### src/rtl/upd_pkg.sv
// Shared types, constants and hex helpers for the URL percent decoder.
package upd_pkg;

    // Escape phases of the front end
    localparam logic [1:0] PH_IDLE  = 2'd0;
    localparam logic [1:0] PH_PCT   = 2'd1;
    localparam logic [1:0] PH_DIGIT = 2'd2;

    // Characters
    localparam logic [7:0] CH_PCT   = 8'h25;  // '%'
    localparam logic [7:0] CH_0     = 8'h30;
    localparam logic [7:0] CH_9     = 8'h39;
    localparam logic [7:0] CH_UA    = 8'h41;
    localparam logic [7:0] CH_UF    = 8'h46;
    localparam logic [7:0] CH_LA    = 8'h61;
    localparam logic [7:0] CH_LF    = 8'h66;
    localparam logic [7:0] UA_BIAS  = CH_UA - 8'd10;
    localparam logic [7:0] LA_BIAS  = CH_LA - 8'd10;

    // Command queue geometry
    localparam int Q_DEPTH = 4;
    localparam int Q_AW    = $clog2(Q_DEPTH);
    localparam int Q_CW    = $clog2(Q_DEPTH + 1);

    // One classified input: up to three bytes to emit, in order
    typedef struct packed {
        logic [1:0]      cnt;    // 1..3 bytes
        logic            fin;    // last input of the text
        logic [2:0][7:0] bytes;  // bytes[0] goes out first
    } t_cmd;

    function automatic logic is_hex(input logic [7:0] c);
        is_hex = ((c >= CH_0) && (c <= CH_9)) ||
                 ((c >= CH_UA) && (c <= CH_UF)) ||
                 ((c >= CH_LA) && (c <= CH_LF));
    endfunction

    function automatic logic [3:0] hex_val(input logic [7:0] c);
        logic [7:0] v;
        if ((c >= CH_0) && (c <= CH_9)) begin
            v = c - CH_0;
        end else if ((c >= CH_UA) && (c <= CH_UF)) begin
            v = c - UA_BIAS;
        end else begin
            v = c - LA_BIAS;
        end
        hex_val = v[3:0];
    endfunction

endpackage

### src/rtl/upd_front.sv
// Front end: tracks the escape phase and turns each input byte into a command.
module upd_front import upd_pkg::*; (
    input  logic       i_clk,
    input  logic       i_rst_n,
    input  logic       i_accept,
    input  logic [7:0] i_in_byte,
    input  logic       i_is_final,
    output logic       o_cmd_valid,
    output t_cmd       o_cmd,
    output logic [1:0] o_phase
);

    logic [1:0] r_phase, n_phase;
    logic [7:0] r_first, n_first;
    t_cmd       w_cmd;
    logic       w_hex;

    assign w_hex = is_hex(i_in_byte);

    // Classify the byte against the current phase
    always_comb begin
        n_phase   = r_phase;
        n_first   = r_first;
        w_cmd     = '0;
        w_cmd.fin = i_is_final;
        case (r_phase)
            PH_PCT: begin
                if (w_hex) begin
                    if (i_is_final) begin
                        w_cmd.bytes[0] = CH_PCT;
                        w_cmd.bytes[1] = i_in_byte;
                        w_cmd.cnt      = 2'd2;
                        n_phase        = PH_IDLE;
                    end else begin
                        n_first = i_in_byte;
                        n_phase = PH_DIGIT;
                    end
                end else begin
                    // bad first digit: emit '%' and rescan
                    w_cmd.bytes[0] = CH_PCT;
                    if (i_in_byte == CH_PCT && !i_is_final) begin
                        w_cmd.cnt = 2'd1;
                        n_phase   = PH_PCT;
                    end else begin
                        w_cmd.bytes[1] = i_in_byte;
                        w_cmd.cnt      = 2'd2;
                        n_phase        = PH_IDLE;
                    end
                end
            end
            PH_DIGIT: begin
                if (w_hex) begin
                    w_cmd.bytes[0] = {hex_val(r_first), hex_val(i_in_byte)};
                    w_cmd.cnt      = 2'd1;
                    n_phase        = PH_IDLE;
                end else begin
                    // bad second digit: emit '%' and first digit, then rescan
                    w_cmd.bytes[0] = CH_PCT;
                    w_cmd.bytes[1] = r_first;
                    if (i_in_byte == CH_PCT && !i_is_final) begin
                        w_cmd.cnt = 2'd2;
                        n_phase   = PH_PCT;
                    end else begin
                        w_cmd.bytes[2] = i_in_byte;
                        w_cmd.cnt      = 2'd3;
                        n_phase        = PH_IDLE;
                    end
                end
            end
            default: begin
                if (i_in_byte == CH_PCT && !i_is_final) begin
                    n_phase = PH_PCT;
                end else begin
                    w_cmd.bytes[0] = i_in_byte;
                    w_cmd.cnt      = 2'd1;
                    n_phase        = PH_IDLE;
                end
            end
        endcase
        if (i_is_final) begin
            n_phase = PH_IDLE;
        end
    end

    // Phase and first digit advance on every accepted byte
    always_ff @(posedge i_clk) begin
        if (!i_rst_n) begin
            r_phase <= PH_IDLE;
            r_first <= '0;
        end else if (i_accept) begin
            r_phase <= n_phase;
            r_first <= n_first;
        end
    end

    assign o_cmd_valid = i_accept && (w_cmd.cnt != 2'd0);
    assign o_cmd       = w_cmd;
    assign o_phase     = r_phase;

endmodule

### src/rtl/upd_cmdq.sv
// Small command queue between the front end and the output sequencer.
module upd_cmdq import upd_pkg::*; (
    input  logic            i_clk,
    input  logic            i_rst_n,
    input  logic            i_wr,
    input  t_cmd            i_wdata,
    input  logic            i_rd,
    output logic            o_full,
    output logic            o_empty,
    output t_cmd            o_rdata,
    output logic [Q_CW-1:0] o_count
);

    t_cmd            r_mem [Q_DEPTH];
    logic [Q_AW-1:0] r_wr_ptr, r_rd_ptr;
    logic [Q_CW-1:0] r_count;
    logic            w_wr, w_rd;

    assign w_wr = i_wr && !o_full;
    assign w_rd = i_rd && !o_empty;

    // Storage
    always_ff @(posedge i_clk) begin
        if (w_wr) begin
            r_mem[r_wr_ptr] <= i_wdata;
        end
    end

    // Pointers and fill count
    always_ff @(posedge i_clk) begin
        if (!i_rst_n) begin
            r_wr_ptr <= '0;
            r_rd_ptr <= '0;
            r_count  <= '0;
        end else begin
            if (w_wr) begin
                r_wr_ptr <= r_wr_ptr + Q_AW'(1);
            end
            if (w_rd) begin
                r_rd_ptr <= r_rd_ptr + Q_AW'(1);
            end
            if (w_wr && !w_rd) begin
                r_count <= r_count + Q_CW'(1);
            end else if (w_rd && !w_wr) begin
                r_count <= r_count - Q_CW'(1);
            end
        end
    end

    assign o_full  = (r_count == Q_CW'(Q_DEPTH));
    assign o_empty = (r_count == '0);
    assign o_rdata = r_mem[r_rd_ptr];
    assign o_count = r_count;

endmodule

### src/rtl/upd_back.sv
// Back end: walks the bytes of the head command out one per transfer.
module upd_back import upd_pkg::*; (
    input  logic       i_clk,
    input  logic       i_rst_n,
    input  logic       i_cmd_empty,
    input  t_cmd       i_cmd,
    output logic       o_cmd_done,
    input  logic       i_pop,
    output logic       o_empty,
    output logic [7:0] o_out_byte,
    output logic       o_run_last,
    output logic       o_text_end
);

    logic [1:0] r_idx;
    logic       w_last, w_xfer;

    assign w_last = (r_idx == (i_cmd.cnt - 2'd1));
    assign w_xfer = i_pop && !i_cmd_empty;

    // Byte index within the head command
    always_ff @(posedge i_clk) begin
        if (!i_rst_n) begin
            r_idx <= '0;
        end else if (w_xfer) begin
            r_idx <= w_last ? 2'd0 : r_idx + 2'd1;
        end
    end

    // Result fields
    always_comb begin
        case (r_idx)
            2'd0:    o_out_byte = i_cmd.bytes[0];
            2'd1:    o_out_byte = i_cmd.bytes[1];
            default: o_out_byte = i_cmd.bytes[2];
        endcase
    end

    assign o_empty    = i_cmd_empty;
    assign o_run_last = w_last;
    assign o_text_end = w_last && i_cmd.fin;
    assign o_cmd_done = w_xfer && w_last;

endmodule

### src/rtl/url_percent_decoder_core.sv
// Top level of the streaming URL percent decoder.
//
// Input channel: i_in_byte / i_is_final, transferred when i_push is high and
// o_full is low. Set i_is_final on the last byte of a text; any pending
// escape that the final byte does not complete is then flushed literally.
// Result channel: o_out_byte / o_run_last / o_text_end, valid while o_empty
// is low, transferred when i_pop is high. o_run_last marks the last result of
// one input byte, o_text_end the last result of a text.
// Each input byte is classified in the cycle it is transferred and its 0 to 3
// result bytes are queued as one command in a 4-entry command queue.
// The results of a byte appear once its command is written to the queue and reaches its head.
// Throughput: one input byte per cycle while results are popped every cycle;
// the output side moves one result byte per cycle, so a byte that expands to
// two or three results holds the output until each result is popped, and the input
// side stalls (o_full) only once the command queue has filled.
// A byte that yields no result (an escape in progress) uses no queue entry.
// Reset (synchronous, active low) clears the escape phase and empties the
// queue. A stalled receiver leaves the head result unchanged on the ports.
module url_percent_decoder_core import upd_pkg::*; (
    input  logic       i_clk,
    input  logic       i_rst_n,
    input  logic       i_push,
    output logic       o_full,
    input  logic [7:0] i_in_byte,
    input  logic       i_is_final,
    input  logic       i_pop,
    output logic       o_empty,
    output logic [7:0] o_out_byte,
    output logic       o_run_last,
    output logic       o_text_end
);

    logic            w_accept;
    logic            w_cmd_valid;
    t_cmd            w_cmd;
    logic [1:0]      w_phase;
    logic            w_q_empty;
    t_cmd            w_head;
    logic            w_cmd_done;
    logic [Q_CW-1:0] w_q_count;

    assign w_accept = i_push && !o_full;

    upd_front u_front (
        .i_clk       (i_clk),
        .i_rst_n     (i_rst_n),
        .i_accept    (w_accept),
        .i_in_byte   (i_in_byte),
        .i_is_final  (i_is_final),
        .o_cmd_valid (w_cmd_valid),
        .o_cmd       (w_cmd),
        .o_phase     (w_phase)
    );

    upd_cmdq u_cmdq (
        .i_clk   (i_clk),
        .i_rst_n (i_rst_n),
        .i_wr    (w_cmd_valid),
        .i_wdata (w_cmd),
        .i_rd    (w_cmd_done),
        .o_full  (o_full),
        .o_empty (w_q_empty),
        .o_rdata (w_head),
        .o_count (w_q_count)
    );

    upd_back u_back (
        .i_clk       (i_clk),
        .i_rst_n     (i_rst_n),
        .i_cmd_empty (w_q_empty),
        .i_cmd       (w_head),
        .o_cmd_done  (w_cmd_done),
        .i_pop       (i_pop),
        .o_empty     (o_empty),
        .o_out_byte  (o_out_byte),
        .o_run_last  (o_run_last),
        .o_text_end  (o_text_end)
    );

`ifndef SYNTHESIS
    // Queue never overfills
    a_q_count: assert property (@(posedge i_clk) disable iff (!i_rst_n)
        w_q_count <= Q_CW'(Q_DEPTH))
        else $error("command queue count out of range");

    // No empty command ever reaches the head
    a_head_cnt: assert property (@(posedge i_clk) disable iff (!i_rst_n)
        !w_q_empty |-> (w_head.cnt != 2'd0))
        else $error("empty command at queue head");

    // A final byte always leaves the front end idle
    a_final_idle: assert property (@(posedge i_clk) disable iff (!i_rst_n)
        (w_accept && i_is_final) |=> (w_phase == PH_IDLE))
        else $error("escape phase pending after final byte");

    // Results of one input byte come out without a gap in validity
    a_run_cont: assert property (@(posedge i_clk) disable iff (!i_rst_n)
        (i_pop && !o_empty && !o_run_last) |=> !o_empty)
        else $error("result run broken off");
`endif

endmodule
### config.mk
export PLATFORM = sky130hd
export DESIGN_NAME = url_percent_decoder_core
export DESIGN_NICKNAME = d
export VERILOG_FILES = /design/src/rtl/upd_pkg.sv /design/src/rtl/upd_front.sv /design/src/rtl/upd_cmdq.sv /design/src/rtl/upd_back.sv /design/src/rtl/url_percent_decoder_core.sv
export SDC_FILE = /design/constraint.sdc
export NUM_CORES = 1
export LEC_CHECK = 0
export ABC_AREA = 1
export BUFFER_PORTS_ARGS = -buffer_cell sky130_fd_sc_hd__buf_2
export CAP_MARGIN = 15
export CORE_AREA = 4 4 97 168
export CTS_CLUSTER_DIAMETER = 150
export DETAILED_ROUTE_END_ITERATION = 6
export DIE_AREA = 0 0 101 172
export HOLD_SLACK_MARGIN = 0.08
export PLACE_DENSITY_LB_ADDON = 0.05
export SLEW_MARGIN = 5
export SYNTH_ARGS = -nofsm -noshare
export SYNTH_HDL_FRONTEND = slang
export SYNTH_SLANG_ARGS = --single-unit
### constraint.sdc
create_clock -name i_clk -period 4.6 [get_ports i_clk]
set_clock_uncertainty 0.1 [all_clocks]
set_input_delay 0.92 -clock i_clk [delete_from_list [all_inputs] [get_ports i_clk]]
set_output_delay 0.92 -clock i_clk [all_outputs]
set_load 0.05 [all_outputs]
==> impl_metrics.py <==
metrics = {
    "run_status": {
        "outcome": "finished, final reports clean",
    },
    "synth": {
        "syn_avg_cell_area_um2": 10.30,
        "yosysWarnings": 0,
        "synth_fp_nets": 606,
        "syn_inst": 575,
        "netlist_area_mm2": 0.005924,
        "synth_seq_cells": 129,
        "synth_cell_types": 33,
        "ys_seq_area_frac": 0.6184,
    },
    "detailed_routing": {
        "vias": 4261,
        "routed_wl_um": 15210,
        "dr.pass1.iters": 5,
        "drc": 0,
        "viasPerCell": 5.320,
        "wl_per_cell_um": 18.99,
        "ant_nets": 0,
        "drt_iter0_markers": 202,
    },
    "floorplanning": {
        "ioPinCount": 25,
        "die_w_um": 101,
        "initial_core_util": 0.3993,
        "core_mm2": 0.01484,
        "num_rows": 59,
        "dieArea_mm2": 0.01737,
        "die_h_um": 172,
    },
    "power": {
        "pwr_density_cell_mw_per_mm2": 599.4,
        "irDropWorstVdd_mv": 0.3702,
        "power_leakage_nw": 2.591,
    },
    "finish": {
        "diodes": 0,
        "layout-drive-gt1-share": 0.1505,
        "fill_cells": 1417,
        "final_cell_area_mm2": 0.006823,
        "final_cell_mix": "108 x edfxtp_1, 83 x nand2_1, 78 x nor2_1",
        "fin_util": 0.4598,
        "fin_nets": 637,
        "final_cells": 801,
        "seqCellArea_mm2": 0.003664,
        "multiInputGateArea_mm2": 0.001971,
        "area_growth_pct": 15.16,
        "final_common_cell": "edfxtp_1",
    },
    "timing": {
        "setup_tns_ns": 0,
        "drv_slew": 0,
        "period_minus_slack_ns": 3.494,
        "rsz0062_at_grt": "no",
        "setup_ws_ns": 1.106,
        "slew_headroom": 0.4169,
        "hold_viol": 0,
        "finalCritPeriodShare": 0.7595,
        "setup_viol": 0,
        "fmax_mhz": 286.2,
        "worst_pin_slew_ns": 0.8714,
    },
    "place": {
        "placed_cells": 770,
        "post-place-ws_ns": 0.6988,
        "port_buffers": 24,
        "dpl_cell_area_mm2": 0.006256,
        "dpl.hpwl_um": 10170,
        "globalplace.congestion": 0.8868,
    },
    "global_routing": {
        "grt_max_degree": 55,
        "grtUsageMet3": 0.03028,
        "grt_pass1_vias": 4394,
        "grt_pass1_wl_um": 24450,
        "gr-total-overflow": 0,
        "grt_usage": 0.1876,
        "antenna_found_initial": 0,
        "grt_use_met2": 0.3420,
        "gr-usage-met1": 0.2230,
        "top_usage_layer": "met2",
    },
    "clocking": {
        "h-tree-depth": 4,
        "post_cts_resized": 0,
        "clockBufferDepth": 2,
        "tritoncts": "done",
        "clock_latency_ns": 0.40,
        "clock_sinks": 129,
        "ctsRootBufferMaster": "clkbuf_16",
        "clkTransAtPathRegs_ns": 0.06,
        "cts_setup_buffers": 0,
        "cts_made_buffers": 17,
        "cts_hold_buf": 0,
    },
    "worst_setup_path": {
        "required_ns": 3.58,
        "critPathKind": "register to primary output",
        "slowest_delay_ns": 0.67,
        "cp_max_fo": 9,
        "critPathLaunchType": "register",
        "crit_slowest_cell": "nor2_1",
        "worstPathCellList": "inv_1 -> ha_1 -> buf_4 -> nor2_1 -> nand2_1 -> nand3_1 -> buf_2",
        "endpoint_kind": "primary output",
        "arrival_ns": 2.47,
        "cp_top_family": "simple AND/OR/NAND/NOR gates",
        "cp_num_buf_inv": 3,
    },
    "run": {
        "maxCapViolCount": 0,
    },
    "min_path": {
        "hold_class": "register to register",
    },
}
flip-flops by register name (all words and copies together), names as in the netlist, named ones only:
signal	flops
u_cmdq.r_mem	108
u_front.r_first	8
u_cmdq.o_count	3
u_back.r_idx	2
u_cmdq.r_rd_ptr	2
u_cmdq.r_wr_ptr	2
u_front.o_phase	2
through the flow:
| step | power (mW) | hold slack [ns] |
|---|---|---|
| floorplan | 2.448 | 0.3311 |
| global placement | 2.844 | 0.3603 |
| detailed placement | 2.861 | 0.3675 |
| CTS | 4.145 | 0.3890 |
| global route | 4.320 | 0.3938 |
| finish | 4.089 | 0.3801 |
path summary, 6_finish.rpt:
path,cells after the start,slack [ns],endpoint,start
max,7,1.11,o_out_byte[1],u_back.r_idx[0]
min,2,0.38,u_front.r_first[7],u_front.r_first[7]
max reg2reg,16,1.39,u_cmdq.o_count[2],register
min reg2reg,2,0.38,u_front.r_first[7],u_front.r_first[7]
worst register-to-register path, cell delays in order, from the launching register on:
cell and delay, ns:
dfxtp_1 0.34, buf_4 0.46, nand2_1 0.10, nand3_1 0.11, nand2_1 0.07, xor2_1 0.15, o21bai_1 0.16, nand2_1 0.20
inv_2 0.10, nand2_1 0.15, ha_1 0.17, inv_1 0.07, fa_1 0.44, a21oi_1 0.15, o21ai_0 0.11, o21ai_0 0.16
a21oi_1 0.05
synthesized netlist by cell type:
library cell / n / area, µm²
nor3_1: 2 / 10.01
nand3b_1: 1 / 7.510
or2_2: 1 / 6.260
o21ai_4: 1 / 16.27
nand2_2: 3 / 18.77
clkbuf_1: 18 / 67.56
nand2_4: 4 / 45.04
ha_1: 17 / 212.7
fa_1: 1 / 20.02
o22ai_1: 29 / 181.4
xor2_1: 6 / 52.55
dfxtp_1: 21 / 420.4
inv_1: 41 / 153.9
inv_2: 8 / 30.03
nand3_2: 2 / 20.02
nand2_8: 1 / 20.02
inv_4: 1 / 6.260
buf_4: 3 / 22.52
nand2_1: 83 / 311.6
nor2_2: 6 / 37.54
edfxtp_1: 108 / 3243
nand3_4: 1 / 17.52
o21ai_0: 70 / 350.3
a31oi_1: 3 / 18.77
o21ai_1: 4 / 20.02
o21bai_1: 1 / 7.510
nor3b_1: 1 / 7.510
buf_2: 2 / 10.01
a21oi_1: 31 / 155.2
nor2_1: 78 / 292.8
o211ai_1: 2 / 15.01
nand4_1: 1 / 6.260
nand3_1: 24 / 120.1
report_power, final:
part / internal (mW) / switching (mW) / total (mW)
Clock: 0.792 / 0.498 / 1.29
Combinational: 0.332 / 1.03 / 1.36
Sequential: 1.39 / 0.0458 / 1.44
per-layer routing:
metal | vias to the layer above | part of all wire | wire, µm
met1 | 2098 | 0.40 | 6156
met3 | 16 | 0.036 | 553
li1 | 2059 | - | -
met5 | - | 0 | 0
met4 | 0 | 0.017 | 263
met2 | 88 | 0.54 | 8238
cell families after synthesis:
| logic type | after synthesis | synth area share |
|---|---|---|
| AO/OA/AOI/OAI | 141 | 0.1290 |
| XOR/XNOR | 6 | 0.008870 |
| adder cells (fa/ha/maj) | 18 | 0.03928 |
| buffers and inverters | 73 | 0.04900 |
| flip-flops | 129 | 0.6184 |
| AND/OR/NAND/NOR | 208 | 0.1554 |
layout make-up:
| cell class | count | area share |
|---|---|---|
| inverter | 50 | 0.02787 |
| tap | 183 | 0.03356 |
| sequential | 129 | 0.5370 |
| clock buffer | 17 | 0.06235 |
| timing repair buffer | 35 | 0.02971 |
| multi-input combinational | 373 | 0.2888 |
| clock inverter | 14 | 0.02072 |
(Power assumes the default switching activity.)
